`src/design/ffa_pkg.sv`:
```
// Shared codes and constants for the first-fit block allocator.
package ffa_pkg;

  localparam logic CMD_ALLOC = 1'b0;
  localparam logic CMD_FREE  = 1'b1;

  localparam logic [1:0] ST_OK       = 2'd0;
  localparam logic [1:0] ST_NO_FIT   = 2'd1;
  localparam logic [1:0] ST_ZERO     = 2'd2;
  localparam logic [1:0] ST_BAD_ADDR = 2'd3;

  localparam logic CFG_POOL_BASE  = 1'b0;
  localparam logic CFG_POOL_BYTES = 1'b1;

  localparam int unsigned AlignBytes = 8;

endpackage

```
`src/design/first_fit_block_allocator.sv`:
```
// Top level of the first-fit block allocator: configuration registers and table.
// One command at a time: busy is high from the cycle after a command is accepted
// and drops in the cycle in which done_o is high, so the next command can be taken
// at the edge that ends that cycle. A zero-size allocate never raises busy and
// shows done_o in the cycle after it is accepted. The single table read port sets
// the pace: an allocate reads and checks each block, and a split moves the later
// entries up one place before the tail block is inserted; a free scans for the block,
// marks it free, then merges each pair of adjacent free blocks, moving the later
// entries down one place on each merge. Writing pool_bytes while idle rebuilds the
// table. The result beat is shown for one cycle on done_o and cannot be held off.
module first_fit_block_allocator #(
  parameter int unsigned MAX_BLOCKS         = 64,
  parameter int unsigned HEADER_BYTES       = 24,
  parameter int unsigned ARENA_HEADER_BYTES = 24,
  parameter int unsigned POOL_ADDR_BITS     = 16
) (
  input  logic        clk_i,
  input  logic        rst_ni,
  input  logic        cfg_we_i,
  input  logic        cfg_idx_i,
  input  logic [31:0] cfg_data_i,
  input  logic        start,
  output logic        busy,
  input  logic        cmd_i,
  input  logic [15:0] request_bytes_i,
  input  logic [31:0] free_address_i,
  output logic        done_o,
  output logic [1:0]  status_o,
  output logic [31:0] data_address_o
);

  localparam int unsigned IW = $clog2(MAX_BLOCKS);
  localparam int unsigned EW = 2 * POOL_ADDR_BITS + 1;

  logic [31:0]   pool_base_q;
  logic [15:0]   pool_bytes_q;
  logic          init_req, idle;
  logic          mem_we, mem_re;
  logic [IW-1:0] mem_waddr, mem_raddr;
  logic [EW-1:0] mem_wdata, mem_rdata;

  assign init_req = cfg_we_i && (cfg_idx_i == ffa_pkg::CFG_POOL_BYTES);

  always_ff @(posedge clk_i or negedge rst_ni) begin
    if (!rst_ni) begin
      pool_base_q  <= '0;
      pool_bytes_q <= 16'hFFFF;
    end else if (cfg_we_i) begin
      if (cfg_idx_i == ffa_pkg::CFG_POOL_BASE) begin
        pool_base_q <= cfg_data_i;
      end else begin
        pool_bytes_q <= cfg_data_i[15:0];
      end
    end
  end

  assign busy = !idle || init_req;

  ffa_seq #(
    .MAX_BLOCKS(MAX_BLOCKS),
    .HEADER_BYTES(HEADER_BYTES),
    .ARENA_HEADER_BYTES(ARENA_HEADER_BYTES),
    .POOL_ADDR_BITS(POOL_ADDR_BITS)
  ) u_seq (
    .clk_i,
    .rst_ni,
    .init_req_i(init_req),
    .pool_base_i(pool_base_q),
    .pool_bytes_i(pool_bytes_q),
    .start_i(start && !busy),
    .cmd_i,
    .request_bytes_i,
    .free_address_i,
    .idle_o(idle),
    .done_o,
    .status_o,
    .data_address_o,
    .mem_we_o(mem_we),
    .mem_waddr_o(mem_waddr),
    .mem_wdata_o(mem_wdata),
    .mem_re_o(mem_re),
    .mem_raddr_o(mem_raddr),
    .mem_rdata_i(mem_rdata)
  );

  ffa_mem #(
    .DEPTH(MAX_BLOCKS),
    .WIDTH(EW)
  ) u_mem (
    .clk_i,
    .we_i(mem_we),
    .waddr_i(mem_waddr),
    .wdata_i(mem_wdata),
    .re_i(mem_re),
    .raddr_i(mem_raddr),
    .rdata_o(mem_rdata)
  );

endmodule

```
`src/design/ffa_mem.sv`:
```
// Block table memory: one write port, one registered read port.
module ffa_mem #(
  parameter int unsigned DEPTH = 64,
  parameter int unsigned WIDTH = 33
) (
  input  logic                     clk_i,
  input  logic                     we_i,
  input  logic [$clog2(DEPTH)-1:0] waddr_i,
  input  logic [WIDTH-1:0]         wdata_i,
  input  logic                     re_i,
  input  logic [$clog2(DEPTH)-1:0] raddr_i,
  output logic [WIDTH-1:0]         rdata_o
);

  logic [WIDTH-1:0] mem [DEPTH];
  logic [WIDTH-1:0] rdata_q;

  always_ff @(posedge clk_i) begin
    if (we_i) begin
      mem[waddr_i] <= wdata_i;
    end
    if (re_i) begin
      rdata_q <= mem[raddr_i];
    end
  end

  assign rdata_o = rdata_q;

endmodule

```
`src/design/ffa_seq.sv`:
```
// Sequencer that walks the block table for allocate, free, merge and setup.
module ffa_seq #(
  parameter int unsigned MAX_BLOCKS         = 64,
  parameter int unsigned HEADER_BYTES       = 24,
  parameter int unsigned ARENA_HEADER_BYTES = 24,
  parameter int unsigned POOL_ADDR_BITS     = 16,
  localparam int unsigned IW = $clog2(MAX_BLOCKS),
  localparam int unsigned CW = IW + 1,
  localparam int unsigned P  = POOL_ADDR_BITS,
  localparam int unsigned EW = 2 * POOL_ADDR_BITS + 1
) (
  input  logic          clk_i,
  input  logic          rst_ni,
  input  logic          init_req_i,
  input  logic [31:0]   pool_base_i,
  input  logic [15:0]   pool_bytes_i,
  input  logic          start_i,
  input  logic          cmd_i,
  input  logic [15:0]   request_bytes_i,
  input  logic [31:0]   free_address_i,
  output logic          idle_o,
  output logic          done_o,
  output logic [1:0]    status_o,
  output logic [31:0]   data_address_o,
  output logic          mem_we_o,
  output logic [IW-1:0] mem_waddr_o,
  output logic [EW-1:0] mem_wdata_o,
  output logic          mem_re_o,
  output logic [IW-1:0] mem_raddr_o,
  input  logic [EW-1:0] mem_rdata_i
);

  typedef enum logic [4:0] {
    S_INIT, S_IDLE, S_ARD, S_AEV, S_SHRD, S_SHWR, S_INS, S_FIX,
    S_FRD, S_FEV, S_FWR, S_M0, S_M0E, S_MRD, S_MEV, S_RMRD, S_RMWR
  } state_e;

  localparam logic [31:0] OffMask = 32'((64'd1 << POOL_ADDR_BITS) - 64'd1);
  localparam logic [31:0] MinPool = 32'(ARENA_HEADER_BYTES + HEADER_BYTES);

  state_e        state_q;
  logic [CW-1:0] cnt_q, i_q, k_q;
  logic [16:0]   need_q;
  logic [31:0]   addr_q;
  logic [P-1:0]  cur_off_q, cur_len_q;
  logic          cur_free_q;
  logic          done_q;
  logic [1:0]    status_q;
  logic [31:0]   data_q;

  logic [P-1:0]  rd_off, rd_len;
  logic          rd_free;
  logic [31:0]   size;
  logic          fits, split, addr_hit, both_free;
  logic [CW-1:0] i_p1, k_p1;
  logic [P-1:0]  tail_off, tail_len, merge_len;
  logic [31:0]   rd_data_addr;

  assign rd_off  = mem_rdata_i[P-1:0];
  assign rd_len  = mem_rdata_i[2*P-1:P];
  assign rd_free = mem_rdata_i[2*P];
  assign size    = 32'(pool_bytes_i) & OffMask;
  assign i_p1    = i_q + CW'(1);
  assign k_p1    = k_q + CW'(1);

  assign fits  = rd_free && (34'(rd_len) >= 34'(need_q));
  assign split = (34'(rd_len) >= 34'(need_q) + 34'(HEADER_BYTES) + 34'(ffa_pkg::AlignBytes))
                 && (cnt_q < CW'(MAX_BLOCKS));
  assign tail_off  = P'(34'(cur_off_q) + 34'(HEADER_BYTES) + 34'(need_q));
  assign tail_len  = P'(34'(cur_len_q) - 34'(need_q) - 34'(HEADER_BYTES));
  assign merge_len = P'(34'(cur_len_q) + 34'(HEADER_BYTES) + 34'(rd_len));
  assign rd_data_addr = pool_base_i + 32'(rd_off) + 32'(HEADER_BYTES);
  assign addr_hit  = (rd_data_addr == addr_q);
  assign both_free = cur_free_q && rd_free;

  always_comb begin
    mem_we_o    = 1'b0;
    mem_waddr_o = i_q[IW-1:0];
    mem_wdata_o = mem_rdata_i;
    mem_re_o    = 1'b0;
    mem_raddr_o = i_q[IW-1:0];
    unique case (state_q)
      S_INIT: begin
        mem_we_o    = (size >= MinPool);
        mem_waddr_o = '0;
        mem_wdata_o = {1'b1, P'(size - MinPool), P'(ARENA_HEADER_BYTES)};
      end
      S_ARD, S_FRD: begin
        mem_re_o = (i_q < cnt_q);
      end
      S_AEV: begin
        mem_we_o    = fits && !split;
        mem_wdata_o = {1'b0, rd_len, rd_off};
      end
      S_SHRD: begin
        mem_re_o    = (k_q != i_p1);
        mem_raddr_o = IW'(k_q - CW'(1));
      end
      S_SHWR, S_RMWR: begin
        mem_we_o    = 1'b1;
        mem_waddr_o = k_q[IW-1:0];
      end
      S_INS: begin
        mem_we_o    = 1'b1;
        mem_waddr_o = i_p1[IW-1:0];
        mem_wdata_o = {1'b1, tail_len, tail_off};
      end
      S_FIX: begin
        mem_we_o    = 1'b1;
        mem_wdata_o = {1'b0, P'(need_q), cur_off_q};
      end
      S_FWR: begin
        mem_we_o    = 1'b1;
        mem_wdata_o = {1'b1, cur_len_q, cur_off_q};
      end
      S_M0: begin
        mem_re_o    = (cnt_q >= CW'(2));
        mem_raddr_o = '0;
      end
      S_MRD: begin
        mem_re_o    = (i_p1 < cnt_q);
        mem_raddr_o = i_p1[IW-1:0];
      end
      S_MEV: begin
        mem_we_o    = both_free;
        mem_wdata_o = {1'b1, merge_len, cur_off_q};
      end
      S_RMRD: begin
        mem_re_o    = (k_p1 < cnt_q);
        mem_raddr_o = k_p1[IW-1:0];
      end
      default: begin
      end
    endcase
  end

  always_ff @(posedge clk_i or negedge rst_ni) begin
    if (!rst_ni) begin
      state_q    <= S_INIT;
      cnt_q      <= '0;
      i_q        <= '0;
      k_q        <= '0;
      need_q     <= '0;
      addr_q     <= '0;
      cur_off_q  <= '0;
      cur_len_q  <= '0;
      cur_free_q <= 1'b0;
      done_q     <= 1'b0;
      status_q   <= ffa_pkg::ST_OK;
      data_q     <= '0;
    end else begin
      done_q <= 1'b0;
      unique case (state_q)
        S_INIT: begin
          cnt_q   <= (size >= MinPool) ? CW'(1) : CW'(0);
          state_q <= S_IDLE;
        end
        S_IDLE: begin
          if (init_req_i) begin
            state_q <= S_INIT;
          end else if (start_i) begin
            i_q    <= '0;
            need_q <= (17'(request_bytes_i) + 17'(ffa_pkg::AlignBytes - 1))
                      & ~17'(ffa_pkg::AlignBytes - 1);
            addr_q <= free_address_i;
            data_q <= '0;
            if (cmd_i == ffa_pkg::CMD_FREE) begin
              state_q <= S_FRD;
            end else if (request_bytes_i == 16'd0) begin
              status_q <= ffa_pkg::ST_ZERO;
              done_q   <= 1'b1;
            end else begin
              state_q <= S_ARD;
            end
          end
        end
        S_ARD: begin
          if (i_q < cnt_q) begin
            state_q <= S_AEV;
          end else begin
            status_q <= ffa_pkg::ST_NO_FIT;
            done_q   <= 1'b1;
            state_q  <= S_IDLE;
          end
        end
        S_AEV: begin
          if (fits) begin
            cur_off_q <= rd_off;
            cur_len_q <= rd_len;
            data_q    <= rd_data_addr;
            if (split) begin
              k_q     <= cnt_q;
              state_q <= S_SHRD;
            end else begin
              status_q <= ffa_pkg::ST_OK;
              done_q   <= 1'b1;
              state_q  <= S_IDLE;
            end
          end else begin
            i_q     <= i_p1;
            state_q <= S_ARD;
          end
        end
        S_SHRD: begin
          state_q <= (k_q != i_p1) ? S_SHWR : S_INS;
        end
        S_SHWR: begin
          k_q     <= k_q - CW'(1);
          state_q <= S_SHRD;
        end
        S_INS: begin
          cnt_q   <= cnt_q + CW'(1);
          state_q <= S_FIX;
        end
        S_FIX: begin
          status_q <= ffa_pkg::ST_OK;
          done_q   <= 1'b1;
          state_q  <= S_IDLE;
        end
        S_FRD: begin
          if (i_q < cnt_q) begin
            state_q <= S_FEV;
          end else begin
            status_q <= ffa_pkg::ST_BAD_ADDR;
            done_q   <= 1'b1;
            state_q  <= S_IDLE;
          end
        end
        S_FEV: begin
          if (addr_hit) begin
            cur_off_q <= rd_off;
            cur_len_q <= rd_len;
            state_q   <= S_FWR;
          end else begin
            i_q     <= i_p1;
            state_q <= S_FRD;
          end
        end
        S_FWR: begin
          state_q <= S_M0;
        end
        S_M0: begin
          i_q     <= '0;
          state_q <= (cnt_q >= CW'(2)) ? S_M0E : S_MRD;
        end
        S_M0E: begin
          cur_off_q  <= rd_off;
          cur_len_q  <= rd_len;
          cur_free_q <= rd_free;
          state_q    <= S_MRD;
        end
        S_MRD: begin
          if (i_p1 < cnt_q) begin
            state_q <= S_MEV;
          end else begin
            status_q <= ffa_pkg::ST_OK;
            done_q   <= 1'b1;
            state_q  <= S_IDLE;
          end
        end
        S_MEV: begin
          if (both_free) begin
            cur_len_q <= merge_len;
            k_q       <= i_p1;
            state_q   <= S_RMRD;
          end else begin
            cur_off_q  <= rd_off;
            cur_len_q  <= rd_len;
            cur_free_q <= rd_free;
            i_q        <= i_p1;
            state_q    <= S_MRD;
          end
        end
        S_RMRD: begin
          if (k_p1 < cnt_q) begin
            state_q <= S_RMWR;
          end else begin
            cnt_q   <= cnt_q - CW'(1);
            state_q <= S_MRD;
          end
        end
        S_RMWR: begin
          k_q     <= k_p1;
          state_q <= S_RMRD;
        end
        default: begin
          state_q <= S_IDLE;
        end
      endcase
    end
  end

  assign idle_o         = (state_q == S_IDLE);
  assign done_o         = done_q;
  assign status_o       = status_q;
  assign data_address_o = data_q;

endmodule
```
`config.mk`:
```
export PLATFORM = sky130hd
export DESIGN_NAME = first_fit_block_allocator
export DESIGN_NICKNAME = d
export VERILOG_FILES = /design/src/design/ffa_pkg.sv /design/src/design/first_fit_block_allocator.sv /design/src/design/ffa_mem.sv /design/src/design/ffa_seq.sv
export SDC_FILE = /design/constraint.sdc
export NUM_CORES = 2
export LEC_CHECK = 0
export BUFFER_PORTS_ARGS = -buffer_cell sky130_fd_sc_hd__buf_2
export CAP_MARGIN = 20
export CORE_ASPECT_RATIO = 0.8
export CORE_MARGIN = 1
export CORE_UTILIZATION = 30
export CTS_CLUSTER_SIZE = 40
export DETAILED_ROUTE_END_ITERATION = 12
export MAX_ROUTING_LAYER = met4
export PLACE_DENSITY = 0.5
export SKIP_LAST_GASP = 1
export SYNTH_ARGS = -nofsm -noshare
export SYNTH_HDL_FRONTEND = slang
export SYNTH_SLANG_ARGS = --single-unit
```
`constraint.sdc`:
```
create_clock -name clk_i -period 7.2 [get_ports clk_i]
set_clock_uncertainty 0.2 [all_clocks]
set_input_delay 0.72 -clock clk_i [delete_from_list [all_inputs] [get_ports clk_i]]
set_output_delay 0.72 -clock clk_i [all_outputs]
set_load 0.01 [all_outputs]
```
# After elaboration in Yosys (flattened, before gate mapping)
# Memory sizes are Yosys's and may differ from the RTL's. A register that Yosys moved wholly into a read port is not among the register bits.
# Index checks and enable logic that the tools add are counted.
# op_classes
n_addsub,17
mul,0
n_div,0
n_lt_le_gt_ge,8
n_eq_ne,36
shift,0
n_mux,68
bitwise,2
reduce_logical,34
# op_table
op,n
33-bit one-hot mux with 6 select lines,1
16-bit one-hot mux with 4 select lines,2
16-bit two-way mux,6
32-bit two-way mux,3
5-bit one-hot mux with 15 select lines,1
32-bit one-hot mux with 2 select lines,1
7-bit two-way mux,9
"5-bit by 4-bit equality test with 1-bit output, second input constant",8
7-bit one-hot mux with 5 select lines,1
"34-bit by 4-bit adder with 34-bit output, second input constant",1
16-bit by 34-bit greater-or-equal comparator with 1-bit output,1
16-bit adder,2
"16-bit by 5-bit adder with 16-bit output, second input constant",2
32-bit by 16-bit adder with 32-bit output,1
"32-bit by 5-bit adder with 32-bit output, second input constant",1
32-bit equality test,1
7-bit one-hot mux with 4 select lines,1
2-bit two-way mux,13
5-bit two-way mux,5
6-bit one-hot mux with 4 select lines,1
"7-bit by 1-bit adder with 7-bit output, second input constant",3
7-bit less-than comparator,3
7-bit one-hot mux with 3 select lines,1
"5-bit by 3-bit equality test with 1-bit output, second input constant",4
44 further kinds,93
# word_totals
reg_bits,188
latchBits,0
ramBits,2112
romBits,0
inputBits,86
output_inout_bits,36
elab_cells,180
mem_count,1
# memory_table
name,words,word_bits,rd,rd_clocked_by_memory_dff,write_ports,line,text
u_mem.mem,64,33,1,1,1,ffa_mem.sv:15,logic [WIDTH-1:0] mem [DEPTH];

# Logic depth before layout (Yosys ltp)
# logic_depth
ltp_word,9
mapped_depth,19
depth_no_buf,19

# Hierarchy
# A second synthesis with hierarchy kept.
# unflattened
hier_cells,5435
hier_area_um2,98214.2
# by_module_without_submodules
mod,instances,cells_each,area_per_inst_um2,seq_area_each_um2
ffa_mem,1,3495,81206.6,64411.8
ffa_seq,1,1834,15029.4,3503.4
first_fit_block_allocator,1,106,1978.1,1221.2

# Worst setup path before layout
# No wires, ideal clock.
# synth_timing
path_kind,flip-flop to flip-flop
start,register u_seq.need_q[4]
end,memory u_mem.mem[0][14] (data pin)
setup_time_ns,0.701
t_arrival_ns,5.143
required_time_ns,6.299
slack_ns,1.156
stages_incl_launch_ff,17
n_path_buf,0
synth_period_minus_slack_ns,6.044
path_cell_list,dfrtp_1 > inv_1 > ha_1 > inv_1 > ha_1 > fa_1 > a21oi_1 > nor2_1 > nor2_1 > o21bai_1 > a21oi_1 > o21bai_1 > a21oi_1 > o21bai_1 > a21oi_1 > xor2_1 > o21ai_0
# synth_via
elab_chain_len,2
# synth_rtl
element,line,text
from (decl),ffa_seq.sv:43,logic [16:0] need_q;
from (signal assigned),ffa_seq.sv:163,need_q <= (17'(request_bytes_i) + 17'(ffa_pkg::AlignBytes - 1))
16-bit adder,ffa_seq.sv:69,assign tail_off = P'(34'(cur_off_q) + 34'(HEADER_BYTES) + 34'(need_q));
33-bit one-hot mux with 6 select lines,ffa_seq.sv:82,unique case (state_q)
named net mem_wdata[14],first_fit_block_allocator.sv:40,"logic [EW-1:0] mem_wdata, mem_rdata;"
to (decl),ffa_mem.sv:15,
# The timed path passes the listed nets, and every way through them passes these cells.

# Worst setup path in the final report
# layout_timing
start,register u_seq.need_q[6]
end,"memory u_mem.mem[7][24], enable pin"
# layout_via
elab_chain_len,9
word_cells_on_any_way,11
classes_between,add/sub: 2; order compare: 2; mux: 3; reduce/logical: 4
# layout_rtl
element,line,text
17-bit by 5-bit adder with 18-bit output,ffa_seq.sv:67,assign split = (34'(rd_len) >= 34'(need_q) + 34'(HEADER_BYTES) + 34'(ffa_pkg::AlignBytes))
34-bit by 4-bit adder with 34-bit output,ffa_seq.sv:67,
16-bit by 34-bit greater-or-equal comparator with 1-bit output,ffa_seq.sv:67,
1-bit logical AND,ffa_seq.sv:68,&& (cnt_q < CW'(MAX_BLOCKS));
1-bit logical NOT,ffa_seq.sv:92,mem_we_o = fits && !split;
1-bit logical AND *,ffa_seq.sv:92,
1-bit one-hot mux with 4 select lines *,ffa_seq.sv:82,
1-bit two-way mux *,ffa_mem.sv:19,if (we_i) begin
1-bit two-way mux (not written as such) *,ffa_mem.sv:20,mem[waddr_i] <= wdata_i;
# Mark *: on every way between the ends. The rest lies on a longest branch, timed or not.

==> flow_summary.yaml <==
status:
  outcome: "completed"
clock_tree:
  path_clk_slew_ns: 0.07
  numCtsBuffers: 228
  cts_tree: "built"
  cts_root_buffer: "clkbuf_16"
  clock_latency_ns: 0.90
  cts_buffer_depth: 4
  clock_sinks: 2333
  htreeDepth: 4
global_routing:
  antenna_found_initial: 29
  grt_pass1_wl_mm: 490
  grt_pass1_vias: 65400
  overflow: 0
  grt_max_degree: 131
  grt_usage_pct: 20.3
min_path:
  hold_path_class: "in2reg"
worst_setup_path:
  critical_path.max_fanout: 33
  crit_type: "reg2reg"
  startpoint_type: "flip-flop"
  crit_required_ns: 7.43
  endpoint_kind: "flip-flop"
  cp.arrival_ns: 6.40
place:
  dp.cells: 12500
  portBuffers: 121
  dpl.hpwl_mm: 216
  gp_congestion: 0.915
synthesis:
  yosysTopAreaCell: "edfxtp_1"
  synth_top_area_share_pct: 63.6
  synth_async_sr_flop_share_pct: 8.06
  yosysWarnings: 0
  synth_area_leaders: "edfxtp_1 64%, nand2_1 8.3%, dfrtp_1 4.3%, nand3_1 4.1%, a311oi_1 3.3%"
  synth_flop_cell: "edfxtp_1"
  syn_area_per_cell_um2: 12.3
  synth_seq_area_share_pct: 68.3
  synth_compound_area_share_pct: 7.83
  syn-num-nets: 8473
  synth_cell_types: 99
  synth_fa_ha_area_share_pct: 2.09
  ys_seq_elements: 2333
  synth_top_family_by_area: "simple AND/OR/NAND/NOR gates"
  syn_area_um2: 101000
  synth-simple-area-share_pct: 16.1
  synth_xor_xnor_area_share_pct: 1.29
  synthMuxAreaShare_pct: 1.68
  synthCells: 8220
  synth_edf_count: 2145
timing:
  max_freq_mhz: 162
  tightest_slew_ns: 1.27
  setup_tns_ns: 0
  period_share_pct: 85.7
  max-slew-margin-rel_pct: 15.6
  hold_viol_final: 0
  rsz0062_at_grt: "no"
  fin_crit_ns: 6.17
  slew_violations: 0
  setup_viol: 0
drt:
  wl_per_cell_um: 26.5
  drtPass1Iterations: 6
  ant_nets: 0
  num_vias: 70400
  drcViolationCount: 0
  via_per_inst: 5.40
  drt-initial-drc-count: 9415
  routed_wl_mm: 346
power_and_ir_drop:
  p_leak_nw: 41.2
  ir_drop_uv: 538
  power_density_nw_per_um2: 454
cells_and_area:
  drive_gt1_share_pct: 12.1
  finalNonFillerCells: 13000
  syn_to_final_growth_pct: 15.4
  finalNetCount: 8672
  final_core_util_pct: 34.9
floorplanning:
  die_h_um: 522
  core-area_um2: 335000
  start_util_pct: 30.2
  chipWidth_um: 651
  ios: 122
  num_rows: 190
  die_area_um2: 340000
flow_run:
  drv_cap: 0
synthesized netlist by cell type (all sizes together) (25+ instances only):
master	number
nand2	2236
edfxtp	2145
nand3	837
a311oi	385
clkbuf	338
and3	206
buf	203
nor2	196
dfrtp	172
ha	163
inv	120
mux2	110
o21ai	110
a21oi	98
xnor2	94
a31oi	73
o31ai	65
xor2	55
nor3	48
or3	48
mux2i	43
a221o	42
a21o	29
nor2b	27
nand2b	26
o21a	26
a22oi	25
nand4	25
layout by cell type, fill, tap and decap left out, drive strengths merged, types with 94 or more instances in the layout:
| master | synthesis | routed |
|---|---|---|
| a21oi | 98 | 98 |
| a311oi | 385 | 385 |
| and3 | 206 | 206 |
| buf | 203 | 448 |
| clkbuf | 338 | 271 |
| clkinv | 0 | 116 |
| dfrtp | 172 | 172 |
| edfxtp | 2145 | 2145 |
| ha | 163 | 163 |
| inv | 120 | 126 |
| mux2 | 110 | 110 |
| nand2 | 2236 | 2236 |
| nand3 | 837 | 837 |
| nor2 | 196 | 196 |
| o21ai | 110 | 110 |
| xnor2 | 94 | 94 |
final cells by class:
| class | instances | area (um2) |
|---|---|---|
| fillers | 32700 | 218000 |
| flip-flops and latches | 2333 | 69100 |
| multi-input cells | 5226 | 30200 |
| clock buffers | 270 | 5980 |
| well taps | 4416 | 5530 |
| repair buffers | 510 | 4290 |
| clock inverters | 143 | 1180 |
| inverters | 120 | 453 |
| diodes | 12 | 30.0 |
report_power, final:
group          internal [mW]  switching (mW)  leakage (nW)
Combinational           5.70            16.0          15.9
Sequential              18.6           0.827          21.7
Clock                   6.60            5.27          3.53
routing by layer:
layer  track usage, %  up-vias  routed length, um
met5                -        -                  0
met4             3.96        0               6850
met3             3.66      354              33700
met2             27.3     3331             140000
met1             31.5    35900             165000
li1                 -    30900                  -
cells by family (layout without fill, tap and decap cells):
kind of cell / after synthesis / in the layout
AOI/OAI and AO/OA: 1023 / 1023
adders and majority gates: 167 / 167
and+or+nand+nor: 3734 / 3734
other: 0 / 12
DFF: 2333 / 2333
xor gates and xnor gates: 149 / 149
buffers and inverters: 661 / 1043
muxes: 153 / 153
critical path: stages, from the launching register on:
cell	delay [ns]
dfrtp_1	0.63
o2111ai_1	0.42
or3_2	0.57
a211oi_2	0.31
o21ai_0	0.22
a21oi_1	0.26
xnor2_1	0.16
ha_1	0.27
nand2_1	0.09
nor2_1	0.06
nand4_1	0.11
o221ai_1	0.14
o221ai_2	0.29
inv_1	0.10
o211a_1	0.37
a21oi_1	0.35
nand2_1	0.30
buf_12	0.25
nor2_4	0.10
buf_4	0.47
per-stage QoR:
| stage | hold slack [ns] | setup WS [ns] | power (mW) | area [um2] |
|---|---|---|---|---|
| finish | 0.0437 | 1.03 | 53.0 | 117000 |
| global route | 0.00934 | 0.636 | 55.1 | 117000 |
| global placement | 0.264 | 1.10 | 40.8 | 109000 |
| floorplan | 0.224 | 1.16 | 31.1 | 101000 |
| CTS | 0.000511 | 1.10 | 52.9 | 117000 |
| detailed placement | 0.265 | 1.14 | 41.0 | 109000 |
sequential cells by signal, indices dropped and copies added (netlist names):
name / flops
u_seq.done_o: 1
u_seq.need_q: 14
u_seq.cnt_q: 7
u_seq.addr_q: 32
u_seq.cur_off_q: 16
u_seq.data_address_o: 32
pool_bytes_q: 16
u_seq.cur_len_q: 16
u_seq.cur_free_q: 1
u_mem.mem: 2112
u_mem.rdata_o: 33
u_seq.i_q: 7
u_seq.state_q: 5
pool_base_q: 32
u_seq.k_q: 7
u_seq.status_o: 2
final timing paths:
check                                             start                 endpoint  slack, ns  cells past startpoint
worst max-delay path                    u_seq.need_q[6]         u_mem.mem[7][24]       1.03                     19
worst min-delay path                      cfg_data_i[1]           pool_base_q[1]       0.04                      2
worst max register to register          u_seq.need_q[6]         u_mem.mem[7][24]       1.03                     19
worst min register to register  u_seq.data_address_o[6]  u_seq.data_address_o[6]       0.27                      2
max in group asynchronous                        rst_ni          u_seq.addr_q[4]       5.10                      3
min in group asynchronous                        rst_ni         u_seq.addr_q[31]       0.34                      2
repair_timing:
item,in CTS,in global routing
buffers inserted,0,0
setup endpoints to repair,0,0
hold buffers,61,0
gates resized for setup,0,0
endpoints found under the hold margin,149,0
Power figures use the tool's default switching activity.
